### config.mk
export PLATFORM = sky130hd
export DESIGN_NAME = sha256_stream_hash
export DESIGN_NICKNAME = d
export VERILOG_FILES = /design/src/rtl/sha_pkg.sv /design/src/rtl/sha_sched.sv /design/src/rtl/sha_core.sv /design/src/rtl/sha256_stream_hash.sv
export SDC_FILE = /design/constraint.sdc
export NUM_CORES = 2
export LEC_CHECK = 0
export ABC_AREA = 1
export CAP_MARGIN = 20
export CORE_ASPECT_RATIO = 0.6
export CORE_MARGIN = 8
export CORE_UTILIZATION = 35
export DETAILED_ROUTE_END_ITERATION = 8
export DONT_BUFFER_PORTS = 1
export PLACE_DENSITY_LB_ADDON = 0.05
export SYNTH_ARGS = -nofsm -noshare
export SYNTH_HDL_FRONTEND = slang
export SYNTH_SLANG_ARGS = --single-unit
### constraint.sdc
create_clock -name clk -period 34 [get_ports clk]
set_clock_uncertainty 0.1 [all_clocks]
set_input_delay 3.4 -clock clk [delete_from_list [all_inputs] [get_ports clk]]
set_output_delay 3.4 -clock clk [all_outputs]
set_load 0.05 [all_outputs]
### src/rtl/sha_pkg.sv
package sha_pkg;

	typedef struct packed {
		logic [7:0] data_byte;
		logic       byte_present;
		logic       is_last;
	} in_item_t;

	typedef struct packed {
		logic [31:0] digest_word;
		logic [2:0]  word_index;
		logic        last_word;
	} out_item_t;

	// byte and word moves of the block window
	typedef struct packed {
		logic       byte_en;
		logic [7:0] byte_val;
		logic       word_en;
	} sched_ctl_t;

	// compression core commands
	typedef struct packed {
		logic load;
		logic round;
		logic fold;
		logic iv;
	} core_ctl_t;

	localparam int unsigned NUM_ROUNDS = 64;
	localparam int unsigned NUM_WORDS  = 8;
	localparam int unsigned RND_W      = $clog2(NUM_ROUNDS);
	localparam int unsigned IDX_W      = $clog2(NUM_WORDS);

	localparam logic [7:0] PAD_BYTE = 8'h80;

	localparam logic [31:0] IV_TAB [NUM_WORDS] = '{
		32'h6a09e667, 32'hbb67ae85, 32'h3c6ef372, 32'ha54ff53a,
		32'h510e527f, 32'h9b05688c, 32'h1f83d9ab, 32'h5be0cd19
	};

	localparam logic [31:0] K_TAB [NUM_ROUNDS] = '{
		32'h428a2f98, 32'h71374491, 32'hb5c0fbcf, 32'he9b5dba5,
		32'h3956c25b, 32'h59f111f1, 32'h923f82a4, 32'hab1c5ed5,
		32'hd807aa98, 32'h12835b01, 32'h243185be, 32'h550c7dc3,
		32'h72be5d74, 32'h80deb1fe, 32'h9bdc06a7, 32'hc19bf174,
		32'he49b69c1, 32'hefbe4786, 32'h0fc19dc6, 32'h240ca1cc,
		32'h2de92c6f, 32'h4a7484aa, 32'h5cb0a9dc, 32'h76f988da,
		32'h983e5152, 32'ha831c66d, 32'hb00327c8, 32'hbf597fc7,
		32'hc6e00bf3, 32'hd5a79147, 32'h06ca6351, 32'h14292967,
		32'h27b70a85, 32'h2e1b2138, 32'h4d2c6dfc, 32'h53380d13,
		32'h650a7354, 32'h766a0abb, 32'h81c2c92e, 32'h92722c85,
		32'ha2bfe8a1, 32'ha81a664b, 32'hc24b8b70, 32'hc76c51a3,
		32'hd192e819, 32'hd6990624, 32'hf40e3585, 32'h106aa070,
		32'h19a4c116, 32'h1e376c08, 32'h2748774c, 32'h34b0bcb5,
		32'h391c0cb3, 32'h4ed8aa4a, 32'h5b9cca4f, 32'h682e6ff3,
		32'h748f82ee, 32'h78a5636f, 32'h84c87814, 32'h8cc70208,
		32'h90befffa, 32'ha4506ceb, 32'hbef9a3f7, 32'hc67178f2
	};

	function automatic logic [31:0] bsig0(input logic [31:0] x);
		bsig0 = {x[1:0], x[31:2]} ^ {x[12:0], x[31:13]} ^ {x[21:0], x[31:22]};
	endfunction

	function automatic logic [31:0] bsig1(input logic [31:0] x);
		bsig1 = {x[5:0], x[31:6]} ^ {x[10:0], x[31:11]} ^ {x[24:0], x[31:25]};
	endfunction

	function automatic logic [31:0] ssig0(input logic [31:0] x);
		ssig0 = {x[6:0], x[31:7]} ^ {x[17:0], x[31:18]} ^ {3'b000, x[31:3]};
	endfunction

	function automatic logic [31:0] ssig1(input logic [31:0] x);
		ssig1 = {x[16:0], x[31:17]} ^ {x[18:0], x[31:19]} ^ {10'd0, x[31:10]};
	endfunction

endpackage

### src/rtl/sha_sched.sv
module sha_sched (
	input  logic               clk,
	input  sha_pkg::sched_ctl_t ctl,
	output logic [31:0]        w_cur
);

	// 64-byte window: bytes shift in at the low end, oldest word sits on top
	logic [511:0] window_q;
	logic [31:0]  w1;
	logic [31:0]  w9;
	logic [31:0]  w14;
	logic [31:0]  w_new;

	assign w_cur = window_q[511:480];
	assign w1    = window_q[479:448];
	assign w9    = window_q[223:192];
	assign w14   = window_q[63:32];
	assign w_new = sha_pkg::ssig1(w14) + w9 + sha_pkg::ssig0(w1) + w_cur;

	always_ff @(posedge clk) begin
		if (ctl.word_en) begin
			window_q <= {window_q[479:0], w_new};
		end else if (ctl.byte_en) begin
			window_q <= {window_q[503:0], ctl.byte_val};
		end
	end

endmodule

### src/rtl/sha_core.sv
module sha_core (
	input  logic                        clk,
	input  logic                        arst_n,
	input  sha_pkg::core_ctl_t          ctl,
	input  logic [sha_pkg::RND_W-1:0]   rnd,
	input  logic [31:0]                 w_cur,
	input  logic [sha_pkg::IDX_W-1:0]   rd_idx,
	output logic [31:0]                 rd_word
);

	logic [31:0] chain_q [sha_pkg::NUM_WORDS];
	logic [31:0] v_q     [sha_pkg::NUM_WORDS];
	logic [31:0] t1;
	logic [31:0] t2;

	assign t1 = v_q[7] + sha_pkg::bsig1(v_q[4])
		+ ((v_q[4] & v_q[5]) ^ (~v_q[4] & v_q[6]))
		+ sha_pkg::K_TAB[rnd] + w_cur;
	assign t2 = sha_pkg::bsig0(v_q[0])
		+ ((v_q[0] & v_q[1]) ^ (v_q[0] & v_q[2]) ^ (v_q[1] & v_q[2]));

	assign rd_word = chain_q[rd_idx];

	always_ff @(posedge clk or negedge arst_n) begin
		if (!arst_n) begin
			for (int i = 0; i < sha_pkg::NUM_WORDS; i++) begin
				chain_q[i] <= sha_pkg::IV_TAB[i];
			end
		end else if (ctl.iv) begin
			for (int i = 0; i < sha_pkg::NUM_WORDS; i++) begin
				chain_q[i] <= sha_pkg::IV_TAB[i];
			end
		end else if (ctl.fold) begin
			for (int i = 0; i < sha_pkg::NUM_WORDS; i++) begin
				chain_q[i] <= chain_q[i] + v_q[i];
			end
		end
	end

	always_ff @(posedge clk) begin
		if (ctl.load) begin
			v_q <= chain_q;
		end else if (ctl.round) begin
			v_q[7] <= v_q[6];
			v_q[6] <= v_q[5];
			v_q[5] <= v_q[4];
			v_q[4] <= v_q[3] + t1;
			v_q[3] <= v_q[2];
			v_q[2] <= v_q[1];
			v_q[1] <= v_q[0];
			v_q[0] <= t1 + t2;
		end
	end

endmodule

### src/rtl/sha256_stream_hash.sv
// channel | valid     | stall     | payload
// msg     | msg_valid | msg_stall | msg (data_byte, byte_present, is_last)
// dig     | dig_valid | dig_stall | dig (digest_word, word_index, last_word)
//
// message bytes are taken while msg_stall is low; the byte that fills a block starts the rounds
// and then the fold, all on the single round unit.
// the end mark adds one pad byte per cycle up to the block end (one or two blocks),
// and each padded block is compressed and folded; then eight digest words go out, one per accepted cycle.
// reset loads the initial hash values and clears the count; the block window is not cleared.
// msg_stall is high whenever a block is being compressed, padded or the digest is out;
// a stalled digest word holds until taken.
module sha256_stream_hash (
	input  logic                clk,
	input  logic                arst_n,
	input  logic                msg_valid,
	output logic                msg_stall,
	input  sha_pkg::in_item_t   msg,
	output logic                dig_valid,
	input  logic                dig_stall,
	output sha_pkg::out_item_t  dig
);

	typedef enum logic [4:0] {
		S_IDLE = 5'b00001,
		S_PAD  = 5'b00010,
		S_RND  = 5'b00100,
		S_FIN  = 5'b01000,
		S_OUT  = 5'b10000
	} state_t;

	localparam logic [5:0] POS_LAST  = 6'd63;
	localparam logic [5:0] POS_ROOM  = 6'd55;
	localparam logic [sha_pkg::RND_W-1:0] RND_LAST = sha_pkg::RND_W'(sha_pkg::NUM_ROUNDS - 1);
	localparam logic [sha_pkg::IDX_W-1:0] IDX_LAST = sha_pkg::IDX_W'(sha_pkg::NUM_WORDS - 1);

	state_t                     state_q;
	logic [60:0]                byte_count_q;
	logic [5:0]                 pos_q;
	logic [sha_pkg::RND_W-1:0]  rnd_q;
	logic [sha_pkg::IDX_W-1:0]  out_idx_q;
	logic                       last_q;
	logic                       pad_mode_q;
	logic                       first_q;
	logic                       final_q;

	logic                       msg_acc;
	logic                       dig_acc;
	logic [5:0]                 pos_nx;
	logic [63:0]                len_sh;
	logic [7:0]                 pad_byte;
	logic [31:0]                w_cur;
	logic [31:0]                rd_word;
	sha_pkg::sched_ctl_t        sctl;
	sha_pkg::core_ctl_t         cctl;

	assign msg_stall = (state_q != S_IDLE);
	assign msg_acc   = msg_valid && !msg_stall;
	assign dig_valid = (state_q == S_OUT);
	assign dig_acc   = dig_valid && !dig_stall;
	assign pos_nx    = pos_q + {5'd0, msg.byte_present};

	// length field goes out big-endian: byte 56 carries the top byte
	assign len_sh   = {byte_count_q, 3'b000} >> {~pos_q[2:0], 3'b000};
	assign pad_byte = first_q ? sha_pkg::PAD_BYTE
		: (final_q && (pos_q[5:3] == 3'b111)) ? len_sh[7:0] : 8'd0;

	always_comb begin
		sctl.byte_en  = (msg_acc && msg.byte_present) || (state_q == S_PAD);
		sctl.byte_val = (state_q == S_PAD) ? pad_byte : msg.data_byte;
		sctl.word_en  = (state_q == S_RND);
		cctl.load     = (sctl.byte_en && (pos_q == POS_LAST));
		cctl.round    = (state_q == S_RND);
		cctl.fold     = (state_q == S_FIN);
		cctl.iv       = dig_acc && (out_idx_q == IDX_LAST);
	end

	sha_sched u_sched (
		.clk   (clk),
		.ctl   (sctl),
		.w_cur (w_cur)
	);

	sha_core u_core (
		.clk     (clk),
		.arst_n  (arst_n),
		.ctl     (cctl),
		.rnd     (rnd_q),
		.w_cur   (w_cur),
		.rd_idx  (out_idx_q),
		.rd_word (rd_word)
	);

	assign dig.digest_word = rd_word;
	assign dig.word_index  = out_idx_q;
	assign dig.last_word   = (out_idx_q == IDX_LAST);

	always_ff @(posedge clk or negedge arst_n) begin
		if (!arst_n) begin
			state_q      <= S_IDLE;
			byte_count_q <= '0;
			pos_q        <= '0;
			rnd_q        <= '0;
			out_idx_q    <= '0;
			last_q       <= 1'b0;
			pad_mode_q   <= 1'b0;
			first_q      <= 1'b0;
			final_q      <= 1'b0;
		end else begin
			case (state_q)
				S_IDLE: begin
					if (msg_acc) begin
						last_q <= msg.is_last;
						if (msg.byte_present) begin
							byte_count_q <= byte_count_q + 61'd1;
							pos_q        <= pos_nx;
						end
						if (msg.byte_present && (pos_q == POS_LAST)) begin
							pad_mode_q <= 1'b0;
							rnd_q      <= '0;
							state_q    <= S_RND;
						end else if (msg.is_last) begin
							pad_mode_q <= 1'b1;
							first_q    <= 1'b1;
							final_q    <= (pos_nx <= POS_ROOM);
							state_q    <= S_PAD;
						end
					end
				end
				S_PAD: begin
					pos_q   <= pos_q + 6'd1;
					first_q <= 1'b0;
					if (pos_q == POS_LAST) begin
						rnd_q   <= '0;
						state_q <= S_RND;
					end
				end
				S_RND: begin
					rnd_q <= rnd_q + 1'b1;
					if (rnd_q == RND_LAST) begin
						state_q <= S_FIN;
					end
				end
				S_FIN: begin
					if (!pad_mode_q) begin
						if (last_q) begin
							// end mark came with the byte that filled the block
							pad_mode_q <= 1'b1;
							first_q    <= 1'b1;
							final_q    <= 1'b1;
							state_q    <= S_PAD;
						end else begin
							state_q <= S_IDLE;
						end
					end else if (final_q) begin
						out_idx_q <= '0;
						state_q   <= S_OUT;
					end else begin
						final_q <= 1'b1;
						state_q <= S_PAD;
					end
				end
				S_OUT: begin
					if (dig_acc) begin
						out_idx_q <= out_idx_q + 1'b1;
						if (out_idx_q == IDX_LAST) begin
							byte_count_q <= '0;
							pad_mode_q   <= 1'b0;
							state_q      <= S_IDLE;
						end
					end
				end
				default: begin
					state_q <= S_IDLE;
				end
			endcase
		end
	end

	a_fill_starts_rounds: assert property (@(posedge clk) disable iff (!arst_n)
		(msg_acc && msg.byte_present && (pos_q == POS_LAST)) |=> (state_q == S_RND))
		else $error("full block did not start compression");

	a_idle_pos_matches_count: assert property (@(posedge clk) disable iff (!arst_n)
		(state_q == S_IDLE) |-> (pos_q == byte_count_q[5:0]))
		else $error("fill position out of step with byte count");

	a_round_counter_steps: assert property (@(posedge clk) disable iff (!arst_n)
		((state_q == S_RND) && (rnd_q != RND_LAST)) |=>
		((state_q == S_RND) && (rnd_q == sha_pkg::RND_W'($past(rnd_q) + 1'b1))))
		else $error("round counter skipped");

	a_digest_done_clears: assert property (@(posedge clk) disable iff (!arst_n)
		(dig_acc && dig.last_word) |=> ((state_q == S_IDLE) && (byte_count_q == 61'd0)))
		else $error("message state not cleared after digest");

	a_pad_only_in_last_block_len: assert property (@(posedge clk) disable iff (!arst_n)
		((state_q == S_PAD) && first_q) |-> (pad_mode_q && !sctl.word_en))
		else $error("pad byte outside padding");

endmodule
==> flow_summary.toml <==
[logic_synthesis]
synth.area.mux_share_pct = 0.296
synth.lib_cells_used.distinct = 63
syn_nets = 11576
synth_edf_count = 768
post-synth-top-area-fraction_pct = 27.8
sequential_to_total_area_share_from_yosys_stat_pct = 38.3
synth-xor-area-share_pct = 4.22
post_synthesis_share_of_cell_area_spent_on_and_or_nand_and_nor_gates_pct = 24.4
synth_seq_cells = 1109
yosys.area_share.adder_pct = 10.9
synthesis.instances = 10971
ys_async_sr_fraction_pct = 30.7
dominant_combinational_cell_family_by_area_after_synthesis = "simple AND/OR/NAND/NOR gates"
synth_top_cell_by_area = "edfxtp_1"
synth.avg_cell_area_um2 = 7.56
yosysWarnings = 0
ys_dominant_reg_cell = "edfxtp_1"
post_synth_instance_area_um2 = 83000
synth.top_cells.by_area = "edfxtp_1 28%, nand2_1 16%, dfrtp_1 6.2%"
synth_compound_gate_area_share_pct = 14.1

[worst_setup_path]
cp_slowest_cell = "o32ai_1"
start_kind = "register"
crit_required_ns = 34.43
critical_path.max_stage_delay_ns = 0.94
worst_r2r_endpoint = "u_core.v_q[247]"
reg2reg_depth = 31
setup.worst_path.end_class = "register"
cp_max_fo = 14
timing.critical_path.from = "rnd_q[1]"
critPathKind = "reg2reg"
r2r-start = "rnd_q[1]"
worst_ep_arrival_time_ns = 11.68
reg2reg_slack_ns = 22.74
crit_top_cell = "nand2_1"

[sta]
final_hold_viol_count = 0
number_of_pins_with_negative_max_slew_slack_in_the_final_report = 155
final_period_minus_worst_setup_slack_ns = 11.26
maxSlewHeadroom_pct = -62.4
rsz0062_at_grt = "no"
setup_viol_count_final = 0
max_clock_freq_mhz = 88.8
period_share_pct = 33.1
setup-tns-final_ns = 0
tightest_slew_ns = 2.44

[clock_network]
cts_tree = "built"
clockBufferDepth = 3
cts_post_setup_buffers_inserted = 0
cts_made_buffers = 121
worstSkewPairLatency_ns = 0.82
hold_buffers = 0
clock_tree.root_cell = "clkbuf_16"
tritoncts_num_sinks = 1109
clock_tree.htree_level_count = 3
path_clk_slew_ns = 0.09
cts.repair.resized = 0

[global_routing]
grt_antenna_before_repair = 39
gr-total-overflow = 0
grt_start_max_net_pins = 342
grt.total_usage_pct = 33.0
global_route_wire_length_before_repair_um = 590000
via_count_of_the_first_global_routing_pass = 71757

[hold_path]
worst_hold_startpoint = "byte_count_q[3]"
cell_depth_of_the_worst_min_delay_path = 1
hold_path_class = "reg2reg"
hold_path_end = "byte_count_q[3]"

[floorplanning]
floorplan.io_pins = 52
die_footprint_um2 = 253000
core_area_um2 = 236000
fp.dieH_um = 393
start_util_pct = 35.2
rows = 138
die_width_um = 645

[place]
hpwl_um = 350000
place_congestion = 1.06
numPortBuffers = 0

[layout]
final_layout_size_suffix_gt1_share_pct = 5.08
number_of_nets_in_the_final_layout = 11426
n_fill_cell = 24821
area.growth.synth_to_final_pct = 9.37

[detailed_routing]
postRouteAntennaNets = 0
drt_first_iter_violations = 12480
route.vias.total = 81120
routed_len_inst_um = 30.8
drt-pass1-iter-count = 8
post-route-drc-count = 0
detail_route.wirelength_um = 434000
drt-vias-per-instance = 5.76

[outcome]
outcome = "complete, but fails checks"
violated_checks = "max-slew violations"

[run]
cap_viol_max_count = 0
-- Yosys cell counts, types with 5 or more instances --
library cell	instances
nand2_1	3445
inv_1	1249
o21ai_0	851
nor2_1	813
edfxtp_1	768
a21oi_1	666
nand3_1	437
ha_1	396
clkbuf_1	358
xor2_1	239
dfrtp_1	204
fa_1	195
xnor2_1	161
nand4_1	139
dfstp_2	137
o22ai_1	109
nor3_1	107
o21bai_1	68
a31oi_1	66
a21o_1	53
buf_2	53
o211ai_1	47
o21ai_1	46
a21boi_0	34
o21a_1	34
nand3b_1	33
o31ai_1	27
a221oi_1	26
buf_1	26
maj3_1	20
or2_2	18
nor4_1	15
o221ai_1	13
mux2_2	12
a22oi_1	11
mux2i_1	11
a32oi_1	10
inv_2	9
and3_1	7
o32ai_1	7
a31o_2	6
a211oi_1	5
clkinv_1	5
-- layout by cell type, fill, tap and decap left out, types with 20 or more instances in the layout --
| cell | n |
|---|---|
| buf_4 | 147 |
| o21ai_0 | 830 |
| ha_1 | 396 |
| o21ai_1 | 66 |
| a21boi_0 | 34 |
| dfstp_2 | 137 |
| o21bai_1 | 68 |
| dfrtp_1 | 201 |
| nand3_1 | 436 |
| maj3_1 | 20 |
| a221oi_1 | 26 |
| nand4_1 | 139 |
| o21a_1 | 34 |
| o31ai_1 | 27 |
| fa_1 | 195 |
| xor2_1 | 239 |
| clkbuf_1 | 33 |
| nor2_1 | 813 |
| a21o_1 | 53 |
| nor3_1 | 107 |
| xnor2_1 | 161 |
| edfxtp_1 | 768 |
| a31oi_1 | 62 |
| clkbuf_16 | 121 |
| o211ai_1 | 47 |
| o22ai_1 | 109 |
| a21oi_1 | 666 |
| clkinv_1 | 20 |
| inv_1 | 1247 |
| nand2_1 | 3444 |
| nand3b_1 | 33 |
-- state kept, by name, summed over array words and instances, names as in the netlist, 3 cells and up --
register and flops:
byte_count_q 61, out_idx_q 3, pos_q 6, rnd_q 6
state_q 5, u_core.chain_q 256, u_core.v_q 256, u_sched.window_q 512
-- final cells by class --
cell class	count	area, um^2	area share (%)
multi-input combinational	8157	44800	49.3
tap	3150	3940	4.34
clock inverter	64	746	0.822
timing repair buffer	169	1380	1.52
antenna	12	30.0	0.0331
clock buffer	167	3330	3.67
sequential	1109	31800	35.0
inverter	1263	4780	5.26
-- routing by layer --
layer / global-route usage (%) / wire (um)
met4: 3.65 / 4770
met2: 32.8 / 127000
met1: 55.7 / 226000
met3: 18.9 / 75800
met5: 2.40 / 937
-- critical path: cells and delay by family (launching register included) --
kind	cells	cell delay (ns)
fa+ha+maj	7	3.65
compound gates	6	2.20
simple gates	12	2.12
buf+inv	5	1.42
flops	1	0.81
xor+xnor	1	0.66
-- cell families after synthesis --
group	after synthesis
buffers and inverters	1705
AOI/OAI and AO/OA	2093
adders and majority gates	611
xor gates and xnor gates	400
muxes	23
DFF	1109
and+or+nand+nor	5030
-- how the worst max path moves through the flow --
stage	to	cells past startpoint	slack, ns
final	u_core.v_q[247]	31	22.74
after global routing	u_core.v_q[247]	33	22.69
after CTS	u_core.v_q[247]	31	23.42
after detailed placement	u_core.v_q[247]	31	23.54
after global placement	u_core.v_q[255]	33	23.65
after floorplan	u_sched.window_q[0]	6	18.17
-- stage by stage --
| step | hold WS (ns) | area, um^2 | util (%) | worst slack, ns | instances |
|---|---|---|---|---|---|
| finish | 0.394 | 90700 | 38.5 | 22.74 | 14091 |
| floorplan | 0.345 | 83000 | - | 18.17 | 10971 |
| global placement | 0.378 | 86400 | 36.7 | 23.65 | 13826 |
| global route | 0.400 | 90700 | 38.5 | 22.69 | 14079 |
| CTS | 0.385 | 90500 | 38.4 | 23.42 | 14062 |
| detailed placement | 0.370 | 86500 | 36.7 | 23.54 | 13831 |
Power is left out: the tool's default activity adds up to more than one toggle a clock period on the data nets, which glitch-free logic cannot reach.
